[config.mk]
export PLATFORM = sky130hd
export DESIGN_NAME = generational_handle_allocator_top
export DESIGN_NICKNAME = d
export VERILOG_FILES = /design/src/gha_pkg.sv /design/src/gha_ram.sv /design/src/gha_finder.sv /design/src/generational_handle_allocator_top.sv
export SDC_FILE = /design/constraint.sdc
export NUM_CORES = 2
export LEC_CHECK = 0
export BUFFER_PORTS_ARGS = -buffer_cell sky130_fd_sc_hd__buf_2
export CAP_MARGIN = 30
export CORE_MARGIN = 2
export CORE_UTILIZATION = 63
export DETAILED_ROUTE_END_ITERATION = 7
export HOLD_SLACK_MARGIN = 0.1
export MAX_ROUTING_LAYER = met4
export PLACE_DENSITY = 0.81
export SLEW_MARGIN = 20
export SYNTH_ARGS = -nofsm -noshare
export SYNTH_HDL_FRONTEND = slang
export SYNTH_HIERARCHICAL = 1
export SYNTH_SLANG_ARGS = --single-unit
[constraint.sdc]
create_clock -name clk -period 6 [get_ports clk]
set_input_delay 0.3 -clock clk [delete_from_list [all_inputs] [get_ports clk]]
set_output_delay 0.3 -clock clk [all_outputs]
set_load 0.05 [all_outputs]
[src/gha_pkg.sv]
// ============================================================================
// gha_pkg - shared types and constants of the generational handle allocator
// Slot table geometry, command and status codes, stream word layout.
// ============================================================================
`default_nettype none

package gha_pkg;

  // Slot table geometry
  localparam int SLOTS      = 64;
  localparam int GEN_BITS   = 16;
  localparam int SLOT_IDX_W = $clog2(SLOTS);

  // Free-slot search: groups of GRP_SIZE slots, group first, then slot in group
  localparam int GRP_SIZE   = 8;
  localparam int GRP_CNT    = SLOTS / GRP_SIZE;
  localparam int GRP_IDX_W  = $clog2(GRP_CNT);
  localparam int SEL_W      = $clog2(GRP_SIZE);

  // Stream field widths (fixed by the request and result formats)
  localparam int CMD_W      = 3;
  localparam int SLOT_W     = 6;
  localparam int GEN_W      = 16;
  localparam int STATUS_W   = 2;
  localparam int TDATA_W    = 32;

  typedef enum logic [CMD_W-1:0] {
    CMD_ALLOC    = 3'd0,
    CMD_FORCE    = 3'd1,
    CMD_EXISTS   = 3'd2,
    CMD_ALIVE    = 3'd3,
    CMD_REQ_DEL  = 3'd4,
    CMD_DELETE   = 3'd5
  } cmd_t;

  typedef enum logic [STATUS_W-1:0] {
    ST_OK        = 2'd0,
    ST_FULL      = 2'd1,
    ST_OCCUPIED  = 2'd2,
    ST_NOT_FOUND = 2'd3
  } status_t;

  // Generation memory port bundle
  typedef struct packed {
    logic                  rd_en;
    logic [SLOT_IDX_W-1:0] rd_addr;
    logic                  wr_en;
    logic [SLOT_IDX_W-1:0] wr_addr;
    logic [GEN_BITS-1:0]   wr_data;
  } gen_mem_req_t;

endpackage

`default_nettype wire

[src/gha_ram.sv]
// ============================================================================
// gha_ram - single-port-write, single-port-read RAM with registered read
// Holds one generation counter per slot.
// ============================================================================
`default_nettype none

module gha_ram #(
  parameter int DEPTH = 64,
  parameter int WIDTH = 16
) (
  input  wire logic                     clk,
  input  wire logic                     wr_en,
  input  wire logic [$clog2(DEPTH)-1:0] wr_addr,
  input  wire logic [WIDTH-1:0]         wr_data,
  input  wire logic                     rd_en,
  input  wire logic [$clog2(DEPTH)-1:0] rd_addr,
  output      logic [WIDTH-1:0]         rd_data
);

  logic [WIDTH-1:0] mem [DEPTH];

  always_ff @(posedge clk) begin
    if (wr_en) begin
      mem[wr_addr] <= wr_data;
    end
    if (rd_en) begin
      rd_data <= mem[rd_addr];
    end
  end

endmodule

`default_nettype wire

[src/gha_finder.sv]
// ============================================================================
// gha_finder - lowest free slot search over the occupancy bitmap
// The first step registers the lowest group with a free slot, the second
// picks the lowest free slot within that registered group.
// ============================================================================
`default_nettype none

module gha_finder (
  input  wire logic                          clk,
  input  wire logic                          load,
  input  wire logic [gha_pkg::SLOTS-1:0]     free_vec,
  output      logic [gha_pkg::SLOT_IDX_W-1:0] slot,
  output      logic                          found
);

  import gha_pkg::*;

  logic [GRP_CNT-1:0]   grp_any;
  logic [GRP_IDX_W-1:0] grp_sel;
  logic [GRP_IDX_W-1:0] grp_r;
  logic                 grp_found_r;
  logic [GRP_SIZE-1:0]  grp_bits;
  logic [SEL_W-1:0]     bit_sel;

  always_comb begin
    for (int g = 0; g < GRP_CNT; g++) begin
      grp_any[g] = |free_vec[g*GRP_SIZE +: GRP_SIZE];
    end
    grp_sel = '0;
    for (int g = GRP_CNT - 1; g >= 0; g--) begin
      if (grp_any[g]) begin
        grp_sel = GRP_IDX_W'(g);
      end
    end
  end

  always_comb begin
    grp_bits = free_vec[grp_r*GRP_SIZE +: GRP_SIZE];
    bit_sel  = '0;
    for (int b = GRP_SIZE - 1; b >= 0; b--) begin
      if (grp_bits[b]) begin
        bit_sel = SEL_W'(b);
      end
    end
  end

  always_ff @(posedge clk) begin
    if (load) begin
      grp_r       <= grp_sel;
      grp_found_r <= |grp_any;
    end
  end

  assign slot  = {grp_r, bit_sel};
  assign found = grp_found_r;

endmodule

`default_nettype wire

[src/generational_handle_allocator_top.sv]
// ============================================================================
// generational_handle_allocator_top - generational slot handle allocator
// Sequencer over the occupancy and pending-delete bitmaps, a generation RAM
// and one shared compare/increment unit. One result per request.
// ============================================================================
// Sequencing: a request is taken in S_IDLE and answered from S_EXEC; allocate
//   first passes S_FIND and S_PICK (two-step free search, registered RAM read).
// Throughput: a new request is taken only once the previous one is answered;
//   a waiting result stalls the next request only in its final state, S_EXEC.
// Reset: rst_n (synchronous, active low) frees every slot and zeroes every
//   generation at once through per-slot valid bits; no clearing pass.
`default_nettype none

module generational_handle_allocator_top (
  input  wire logic                        clk,
  input  wire logic                        rst_n,
  input  wire logic                        in_tvalid,
  output      logic                        in_tready,
  // [2:0] command, [8:3] slot, [24:9] generation, [31:25] zero
  input  wire logic [gha_pkg::TDATA_W-1:0] in_tdata,
  output      logic                        out_tvalid,
  input  wire logic                        out_tready,
  // [1:0] status, [2] answer, [8:3] out_slot, [24:9] out_generation, [31:25] zero
  output      logic [gha_pkg::TDATA_W-1:0] out_tdata
);

  import gha_pkg::*;

  typedef enum logic [1:0] {
    S_IDLE,
    S_FIND,
    S_PICK,
    S_EXEC
  } state_t;

  state_t                state_r, state_nxt;
  cmd_t                  cmd_r, cmd_nxt;
  logic [SLOT_W-1:0]     slot_r, slot_nxt;
  logic [GEN_BITS-1:0]   gen_r, gen_nxt;
  logic [SLOT_IDX_W-1:0] idx_r, idx_nxt;
  logic                  full_r, full_nxt;
  logic [SLOTS-1:0]      occ_r, occ_nxt;
  logic [SLOTS-1:0]      pend_r, pend_nxt;
  logic [SLOTS-1:0]      gvld_r, gvld_nxt;
  logic                  gvld_q_r, gvld_q_nxt;
  logic                  out_valid_r, out_valid_nxt;
  logic [TDATA_W-1:0]    out_data_r, out_data_nxt;

  logic [CMD_W-1:0]      in_cmd;
  logic [SLOT_W-1:0]     in_slot;
  logic [GEN_W-1:0]      in_gen;
  logic [SLOTS-1:0]      free_vec;
  logic                  fnd_load;
  logic [SLOT_IDX_W-1:0] fnd_slot;
  logic                  fnd_found;
  gen_mem_req_t          mem_req;
  logic [GEN_BITS-1:0]   ram_q;

  // Shared compare / increment unit
  logic [GEN_BITS-1:0]   cur_gen;
  logic [GEN_BITS-1:0]   gen_inc;
  logic                  match;
  logic                  in_range;

  assign in_cmd  = in_tdata[CMD_W-1:0];
  assign in_slot = in_tdata[CMD_W +: SLOT_W];
  assign in_gen  = in_tdata[CMD_W+SLOT_W +: GEN_W];

  // Slot 0 is never handed out by allocate
  assign free_vec = ~occ_r & ~SLOTS'(1);
  assign fnd_load = (state_r == S_FIND);

  gha_finder u_finder (
    .clk      (clk),
    .load     (fnd_load),
    .free_vec (free_vec),
    .slot     (fnd_slot),
    .found    (fnd_found)
  );

  gha_ram #(
    .DEPTH (SLOTS),
    .WIDTH (GEN_BITS)
  ) u_gen_ram (
    .clk     (clk),
    .wr_en   (mem_req.wr_en),
    .wr_addr (mem_req.wr_addr),
    .wr_data (mem_req.wr_data),
    .rd_en   (mem_req.rd_en),
    .rd_addr (mem_req.rd_addr),
    .rd_data (ram_q)
  );

  assign cur_gen  = gvld_q_r ? ram_q : '0;
  assign gen_inc  = cur_gen + GEN_BITS'(1);
  assign match    = occ_r[idx_r] && (cur_gen == gen_r);
  assign in_range = (int'(slot_r) < SLOTS);

  always_comb begin
    status_t             st;
    logic                ans;
    logic [SLOT_W-1:0]   oslot;
    logic [GEN_BITS-1:0] ogen;

    state_nxt     = state_r;
    cmd_nxt       = cmd_r;
    slot_nxt      = slot_r;
    gen_nxt       = gen_r;
    idx_nxt       = idx_r;
    full_nxt      = full_r;
    occ_nxt       = occ_r;
    pend_nxt      = pend_r;
    gvld_nxt      = gvld_r;
    gvld_q_nxt    = gvld_q_r;
    out_valid_nxt = out_valid_r;
    out_data_nxt  = out_data_r;

    st    = ST_NOT_FOUND;
    ans   = 1'b0;
    oslot = slot_r;
    ogen  = '0;

    mem_req         = '0;
    mem_req.wr_addr = idx_r;
    mem_req.rd_addr = (state_r == S_PICK) ? fnd_slot : SLOT_IDX_W'(in_slot);

    if (out_tready) begin
      out_valid_nxt = 1'b0;
    end

    case (state_r)
      S_IDLE: begin
        if (in_tvalid) begin
          cmd_nxt       = cmd_t'(in_cmd);
          slot_nxt      = in_slot;
          gen_nxt       = GEN_BITS'(in_gen);
          idx_nxt       = SLOT_IDX_W'(in_slot);
          mem_req.rd_en = 1'b1;
          state_nxt     = (cmd_t'(in_cmd) == CMD_ALLOC) ? S_FIND : S_EXEC;
        end
      end
      S_FIND: begin
        state_nxt = S_PICK;
      end
      S_PICK: begin
        idx_nxt       = fnd_slot;
        full_nxt      = !fnd_found;
        mem_req.rd_en = 1'b1;
        state_nxt     = S_EXEC;
      end
      S_EXEC: begin
        if (!out_valid_r || out_tready) begin
          if (cmd_r == CMD_ALLOC) begin
            if (full_r) begin
              st    = ST_FULL;
              oslot = '0;
            end else begin
              st             = ST_OK;
              oslot          = SLOT_W'(idx_r);
              ogen           = cur_gen;
              occ_nxt[idx_r]  = 1'b1;
              pend_nxt[idx_r] = 1'b0;
            end
          end else if (in_range) begin
            ogen = cur_gen;
            case (cmd_r)
              CMD_FORCE: begin
                if (occ_r[idx_r]) begin
                  st = ST_OCCUPIED;
                end else begin
                  st               = ST_OK;
                  ogen             = gen_r;
                  occ_nxt[idx_r]   = 1'b1;
                  pend_nxt[idx_r]  = 1'b0;
                  gvld_nxt[idx_r]  = 1'b1;
                  mem_req.wr_en    = 1'b1;
                  mem_req.wr_data  = gen_r;
                end
              end
              CMD_EXISTS: begin
                st  = ST_OK;
                ans = match;
              end
              CMD_ALIVE: begin
                st  = ST_OK;
                ans = match && !pend_r[idx_r];
              end
              CMD_REQ_DEL: begin
                if (match) begin
                  st              = ST_OK;
                  pend_nxt[idx_r] = 1'b1;
                end
              end
              CMD_DELETE: begin
                if (match) begin
                  st              = ST_OK;
                  ogen            = gen_inc;
                  occ_nxt[idx_r]  = 1'b0;
                  gvld_nxt[idx_r] = 1'b1;
                  mem_req.wr_en   = 1'b1;
                  mem_req.wr_data = gen_inc;
                end
              end
              default: begin
                // undefined command: not found, no generation
                ogen = '0;
              end
            endcase
          end
          out_valid_nxt = 1'b1;
          out_data_nxt  = TDATA_W'({GEN_W'(ogen), oslot, ans, st});
          state_nxt     = S_IDLE;
        end
      end
      default: begin
        state_nxt = S_IDLE;
      end
    endcase

    if (mem_req.rd_en) begin
      gvld_q_nxt = gvld_r[mem_req.rd_addr];
    end
  end

  always_ff @(posedge clk) begin
    if (!rst_n) begin
      state_r     <= S_IDLE;
      occ_r       <= '0;
      pend_r      <= '0;
      gvld_r      <= '0;
      out_valid_r <= 1'b0;
    end else begin
      state_r     <= state_nxt;
      occ_r       <= occ_nxt;
      pend_r      <= pend_nxt;
      gvld_r      <= gvld_nxt;
      out_valid_r <= out_valid_nxt;
    end
    cmd_r      <= cmd_nxt;
    slot_r     <= slot_nxt;
    gen_r      <= gen_nxt;
    idx_r      <= idx_nxt;
    full_r     <= full_nxt;
    gvld_q_r   <= gvld_q_nxt;
    out_data_r <= out_data_nxt;
  end

  assign in_tready  = (state_r == S_IDLE);
  assign out_tvalid = out_valid_r;
  assign out_tdata  = out_data_r;

endmodule

`default_nettype wire

After elaboration in Yosys (flattened, before gate mapping)

Memory sizes are Yosys's and may differ from the RTL's. A register that Yosys moved wholly into a read port is not among the register bits.
Index checks and enable logic that the tools add are counted.
Widths: inputs -> output; s select.

Register bits: 257
Latch bits: 0
Bits in writable memories: 1024
Memory bits (read-only): 0
Word-level logic and storage cells: 159
Memories: 1

Memories:

| memory        | depth | bits a word | rd ports | clocked after Yosys merged registers in | wr ports | line          | RTL |
|---|---|---|---|---|---|---|---|
| u_gen_ram.mem | 64    | 16          | 1        | 1                                       | 1        | gha_ram.sv:20 | `logic [WIDTH-1:0] mem [DEPTH];` |

Add/sub/neg operators: 1
Multiply operators: 0
Divide/modulo/power cells: 0
$lt $le $gt $ge: 3
Eq/ne operators: 17
Shifts and indexed selects: 1
Multiplexer cells: 76
Bitwise gates (word level): 8
Reductions and logical operators: 35

Operators by type and width:

| kind                  | number |
|---|---|
| $mux 64               | 10 |
| $pmux 64 s2           | 3 |
| $or 64x64->64         | 3 |
| $mux 16               | 10 |
| $and 64x64->64        | 2 |
| $not 64->64           | 2 |
| $shiftx 64x7->8       | 1 |
| $reduce_or 63->1      | 1 |
| $reduce_or 8->1       | 7 |
| $pmux 16 s3           | 1 |
| $mux 3                | 12 |
| $pmux 16 s2           | 1 |
| $reduce_or 31->1      | 1 |
| $mux 6                | 4 |
| $bmux 1 s6            | 3 |
| $reduce_and 6->1      | 3 |
| $mux 1                | 17 |
| $add 16x1->16 const B | 1 |
| $eq 16x16->1          | 1 |
| $mux 2                | 8 |
| $reduce_or 15->1      | 1 |
| $lt 6x7->1 const B    | 2 |
| $pmux 6 s2            | 1 |
| $ne 2x2->1 const B    | 5 |
| 23 further kinds      | 41 |

Depth between registers and ports, before layout

Word-level depth: 13
Mapped depth: 21
Mapped depth without buffers: 15

Modules after synthesis

Netlist, hierarchy kept.

By module, submodules not included:

| module                            | times used | cells each | area an instance (µm²) | sequential area each (µm²) |
|---|---|---|---|---|
| gha_ram                           | 1          | 1820       | 40138.5                | 31230.0 |
| generational_handle_allocator_top | 1          | 1565       | 13362.8                | 5645.4 |
| gha_finder                        | 1          | 83         | 940.9                  | 120.1 |

Least setup slack after synthesis

Ideal clock, no wire load.

Kind: reg2reg
Start: register idx_r[0]
End: memory u_gen_ram.mem[0][0], data pin
Library setup time: 0.548 ns
Arrival time: 4.102 ns
Data required time: 5.452 ns
Slack: 1.350 ns
Stages on the path, launching flop included: 12
Period minus slack after synthesis: 4.650 ns
Path through: edfxtp_1 -> buf_4 -> buf_6 -> nand3_1 -> o21ai_0 -> a2111o_1 -> a22oi_2 -> nand4_2 -> nor3_4 -> buf_2 -> nand2_1 -> a21oi_1

RTL lines:

| item                   | line                                     | RTL |
|---|---|---|
| from (decl)            | generational_handle_allocator_top.sv:40  | `logic [SLOT_IDX_W-1:0] idx_r, idx_nxt;` |
| from (signal assigned) | generational_handle_allocator_top.sv:242 | `idx_r <= idx_nxt;` |
| to (decl)              | gha_ram.sv:20                            |  |

Final worst setup path

Start: register u_finder.grp_r[0]
End: register u_gen_ram.rd_data[14], read port of u_gen_ram.mem, data pin

Cells in the longest elaborated chain, start to end: 10

Ends and longest elaborated chain:

| item                   | line                                     | RTL |
|---|---|---|
| from (decl)            | gha_finder.sv:20                         | `logic [GRP_IDX_W-1:0] grp_r;` |
| from (signal assigned) | gha_finder.sv:49                         | `grp_r <= grp_sel;` |
| $shiftx 64x7->8 (*)    | gha_finder.sv:38                         | `grp_bits = free_vec[grp_r*GRP_SIZE +: GRP_SIZE];` |
| $mux 3 (7 in a row)    | gha_finder.sv:41                         | `if (grp_bits[b]) begin` |
| $mux 3 (*)             | gha_finder.sv:41                         |  |
| via fnd_slot[1]        | generational_handle_allocator_top.sv:54  | `logic [SLOT_IDX_W-1:0] fnd_slot;` |
| $mux 6 (*)             | generational_handle_allocator_top.sv:125 | `mem_req.rd_addr = (state_r == S_PICK) ? fnd_slot : SLOT_IDX_W'(in_slot);` |
| to (decl)              | gha_ram.sv:17                            | `output logic [WIDTH-1:0] rd_data` |

The timed path passes the listed nets; every way through them passes the cells marked *.
A chain may end at the register's enable or synchronous reset.

==> flow_metrics.env <==
export IMPL_clk_transition_reported_paths_ps=60
export IMPL_worstMarginPinSlew_ps=1070
export IMPL_clk_insertion_delay_late_ps=780
export IMPL_yosys_top_cells_area="sky130_fd_sc_hd__edfxtp_1 61%, sky130_fd_sc_hd__mux4_2 9.6%, sky130_fd_sc_hd__dfxtp_1 7.2%"
export IMPL_clock_fmax_mhz=189
export IMPL_holdBufCountCts=29
export IMPL_timing_critical_path_required_ps=6450
export IMPL_detail_route_wirelength_mm=154
export IMPL_p_int_mw=16.1
export IMPL_synth_area_leader_cell="sky130_fd_sc_hd__edfxtp_1"
export IMPL_synth_ff_latch_count=1297
export IMPL_peakVddDrop_uv=515
export IMPL_worst_hold_slack_ps=252
export IMPL_period_needed_ps=5280
export IMPL_globalRoute_totalOverflow=0
export IMPL_yosys_most_used_dff="sky130_fd_sc_hd__edfxtp_1"
export IMPL_maxCapViolations=0
export IMPL_routabilityCongestion=1.00
export IMPL_clock_sinks=1297
export IMPL_drive_above_1_share_pct=20.1
export IMPL_seq_power_share_pct=44.7
export IMPL_grt_usage_pct=36.0
export IMPL_yosys_top_cells_count="1102 x sky130_fd_sc_hd__edfxtp_1, 290 x sky130_fd_sc_hd__nand2_1, 232 x sky130_fd_sc_hd__mux4_2"
export IMPL_critical_path_peak_fanout=55
export IMPL_slew_viol_final=0
export IMPL_postRouteAntennaNets=0
export IMPL_worst_setup_path_type="reg2reg"
export IMPL_drt_first_iter_violations=5438
export IMPL_max_clock_path_buffers=3
export IMPL_synthesis_yosys_warnings=6
export IMPL_worst_r2r_cell_count=13
export IMPL_asyncSetResetFlopFracSynth_pct=0
export IMPL_drt_first_pass_iters=8
export IMPL_io_buffers=55
export IMPL_global_route_wire_length_before_repair_mm=227
export IMPL_total_power_divided_by_cell_area_nw_per_um2=381
export IMPL_level_count_of_the_clock_h_tree=4
export IMPL_die_w_um=298
export IMPL_critPathArrivalTime_ps=5730
export IMPL_drt_vias_per_instance=7.08
export IMPL_min_delay_path_class="in2reg"
export IMPL_core_rowCount=107
export IMPL_cts_root_buf="sky130_fd_sc_hd__clkbuf_16"
export IMPL_vias=34400
export IMPL_detailedPlacementHpwl_mm=91.6
export IMPL_synth_edf_count=1102
export IMPL_timing_critical_path_from_type="flip-flop"
export IMPL_period_utilization_post_route_pct=88.0
export IMPL_p_clk_share_pct=34.6
export IMPL_regArea_um2=37000
export IMPL_final_setup_tns_ps=0
export IMPL_largest_net_degree_at_the_start_of_global_routing=96
export IMPL_syn_inst=3468
export IMPL_power_static_leakage_nw=21.6
export IMPL_design_final_nets=3645
export IMPL_first_global_vias=33800
export IMPL_hold_path_cell_count=2
export IMPL_cts_repair_timing_setup_buffer_count=0
export IMPL_slew_headroom_pct=28.5
export IMPL_multiInputGateArea_um2=15800
export IMPL_post_cts_resized=0
export IMPL_synth_cell_type_count=85
export IMPL_number_of_antenna_violations_at_the_first_check_in_global_routing=3
export IMPL_detail_route_wl_per_cell_um=31.8
export IMPL_finish_utilization_pct=71.4
export IMPL_synthMostInstantiatedCell="sky130_fd_sc_hd__edfxtp_1"
export IMPL_layout_area_overhead_vs_synth_pct=12.1
export IMPL_final_hold_viol_count=0
export IMPL_io_pin_count=70
export IMPL_power_switching_mw=7.16
export IMPL_cts_tree="built"
export IMPL_cts_buffer_count=131
export IMPL_setup_violations=0
export IMPL_syn_avg_cell_area_um2=15.7
export IMPL_comb_power_share_pct=20.7
export IMPL_detail_route_drc_violations=0
export IMPL_die_area_um2=88800
export IMPL_fp_dieH_um=298
export IMPL_synth_yosys_seq_area_share_pct=68.0
export IMPL_timing_clock_skew_ps=51.3
export IMPL_synth_area_um2=54400
export IMPL_num_fill_cells=5133
export IMPL_power_switching_share_pct=30.8
export IMPL_core_um2=85400
export IMPL_setup_worst_path_end_class="flip-flop"
export IMPL_status="finished clean"
export IMPL_synth_top_area_share_pct=60.8
export IMPL_start_util_pct=63.7
export IMPL_rsz0062_at_grt="false"
==> cells by family (layout without fill, tap and decap cells) <==
logic type      Yosys count  count (layout)  synth area share [%]
xor+xnor                 23              23                 0.370
compound gates          629             629                  8.70
fa+ha+maj                 7               7                 0.161
mux                     373             373                  12.5
flops                  1297            1297                  68.0
buf+inv                 357             586                  3.39
other cells               1              14               0.00689
simple gates            781             781                  6.90
==> worst paths after layout <==
kind	startpoint	endpoint	slack [ps]
worst max register to register	u_finder/grp_r[0]	u_gen_ram/rd_data[14]	720
worst max-delay path	u_finder/grp_r[0]	u_gen_ram/rd_data[14]	720
worst min-delay path	in_tdata[17]	gen_r[8]	250
worst min register to register	flip-flop	flip-flop	460
==> power by group through the flow <==
stage	combinational [mW]	clock (mW)	sequential, mW
floorplan	3.26	0	10.4
global placement	4.47	0	10.5
detailed placement	4.58	0	10.6
CTS	4.66	8.12	10.4
global route	4.97	8.42	10.4
finish	4.81	8.05	10.4
==> flip-flops by register name, summed over array words and instances, names as in the netlist, named ones only <==
signal / flops
u_gen_ram/rd_data: 16
out_tdata: 25
state_r: 2
gvld_r: 64
u_gen_ram/mem: 1024
gvld_q_r: 1
idx_r: 6
out_tvalid: 1
u_finder/found: 1
gen_r: 16
slot_r: 6
full_r: 1
u_finder/grp_r: 3
cmd_r: 3
==> placed cells by master (no fill, tap or decap), types with 15 or more instances in the layout <==
cell / instances
sky130_fd_sc_hd__inv_1: 74
sky130_fd_sc_hd__o21a_1: 65
sky130_fd_sc_hd__buf_4: 164
sky130_fd_sc_hd__a211o_1: 18
sky130_fd_sc_hd__a2111oi_0: 45
sky130_fd_sc_hd__clkbuf_16: 133
sky130_fd_sc_hd__nand2_1: 290
sky130_fd_sc_hd__edfxtp_1: 1102
sky130_fd_sc_hd__clkinv_1: 29
sky130_fd_sc_hd__dlygate4sd3_1: 29
sky130_fd_sc_hd__nor2b_1: 40
sky130_fd_sc_hd__buf_12: 18
sky130_fd_sc_hd__clkbuf_1: 26
sky130_fd_sc_hd__o22ai_1: 110
sky130_fd_sc_hd__o21ai_0: 27
sky130_fd_sc_hd__clkinv_2: 18
sky130_fd_sc_hd__mux2_2: 18
sky130_fd_sc_hd__a21oi_1: 34
sky130_fd_sc_hd__dfxtp_1: 195
sky130_fd_sc_hd__a221oi_1: 30
sky130_fd_sc_hd__a22oi_1: 103
sky130_fd_sc_hd__a311oi_1: 21
sky130_fd_sc_hd__o211ai_1: 15
sky130_fd_sc_hd__a211oi_1: 52
sky130_fd_sc_hd__a31oi_1: 19
sky130_fd_sc_hd__mux2i_1: 109
sky130_fd_sc_hd__nor3_1: 78
sky130_fd_sc_hd__nor2_1: 114
sky130_fd_sc_hd__nor4_1: 16
sky130_fd_sc_hd__and3_1: 20
sky130_fd_sc_hd__buf_2: 54
sky130_fd_sc_hd__nand3_1: 98
sky130_fd_sc_hd__mux4_2: 232
sky130_fd_sc_hd__nand4_1: 22
==> per-layer routing <==
layer,GRT usage (%),routed length (µm),up-vias
li1,-,-,14100
met1,45.8,53900,17000
met2,54.8,72900,2645
met3,7.23,17100,562
met4,20.6,10400,0
met5,-,0,-
==> critical path, stage by stage (launching register included) <==
cell and delay, ps:
sky130_fd_sc_hd__edfxtp_1 690, sky130_fd_sc_hd__buf_4 260, sky130_fd_sc_hd__mux4_2 500, sky130_fd_sc_hd__mux2i_1 250, sky130_fd_sc_hd__nand2b_1 100, sky130_fd_sc_hd__a211oi_1 250, sky130_fd_sc_hd__nor2_1 70, sky130_fd_sc_hd__mux2i_1 590
sky130_fd_sc_hd__inv_6 380, sky130_fd_sc_hd__buf_4 300, sky130_fd_sc_hd__nor2b_1 340, sky130_fd_sc_hd__a22oi_1 180, sky130_fd_sc_hd__and3_1 290, sky130_fd_sc_hd__nor4_2 690
==> through the flow <==
step                setup WS [ps]  area, µm²  cells  total power [mW]
global route                  551      61000   4852              23.8
CTS                           843      61000   4846              23.1
global placement              945      56400   4578              15.0
finish                        720      61000   4854              23.2
detailed placement            936      56400   4581              15.1
floorplan                    1350      54500   3476              13.6
==> layout make-up <==
type,instances,area share [%]
flip-flops and latches,1297,60.6
multi-input cells,1822,25.9
clock buffers,162,5.68
repair buffers,269,3.63
well taps,1144,2.35
clock inverters,74,1.23
inverters,81,0.531
diodes,5,0.0205
(Power assumes the default switching activity.)
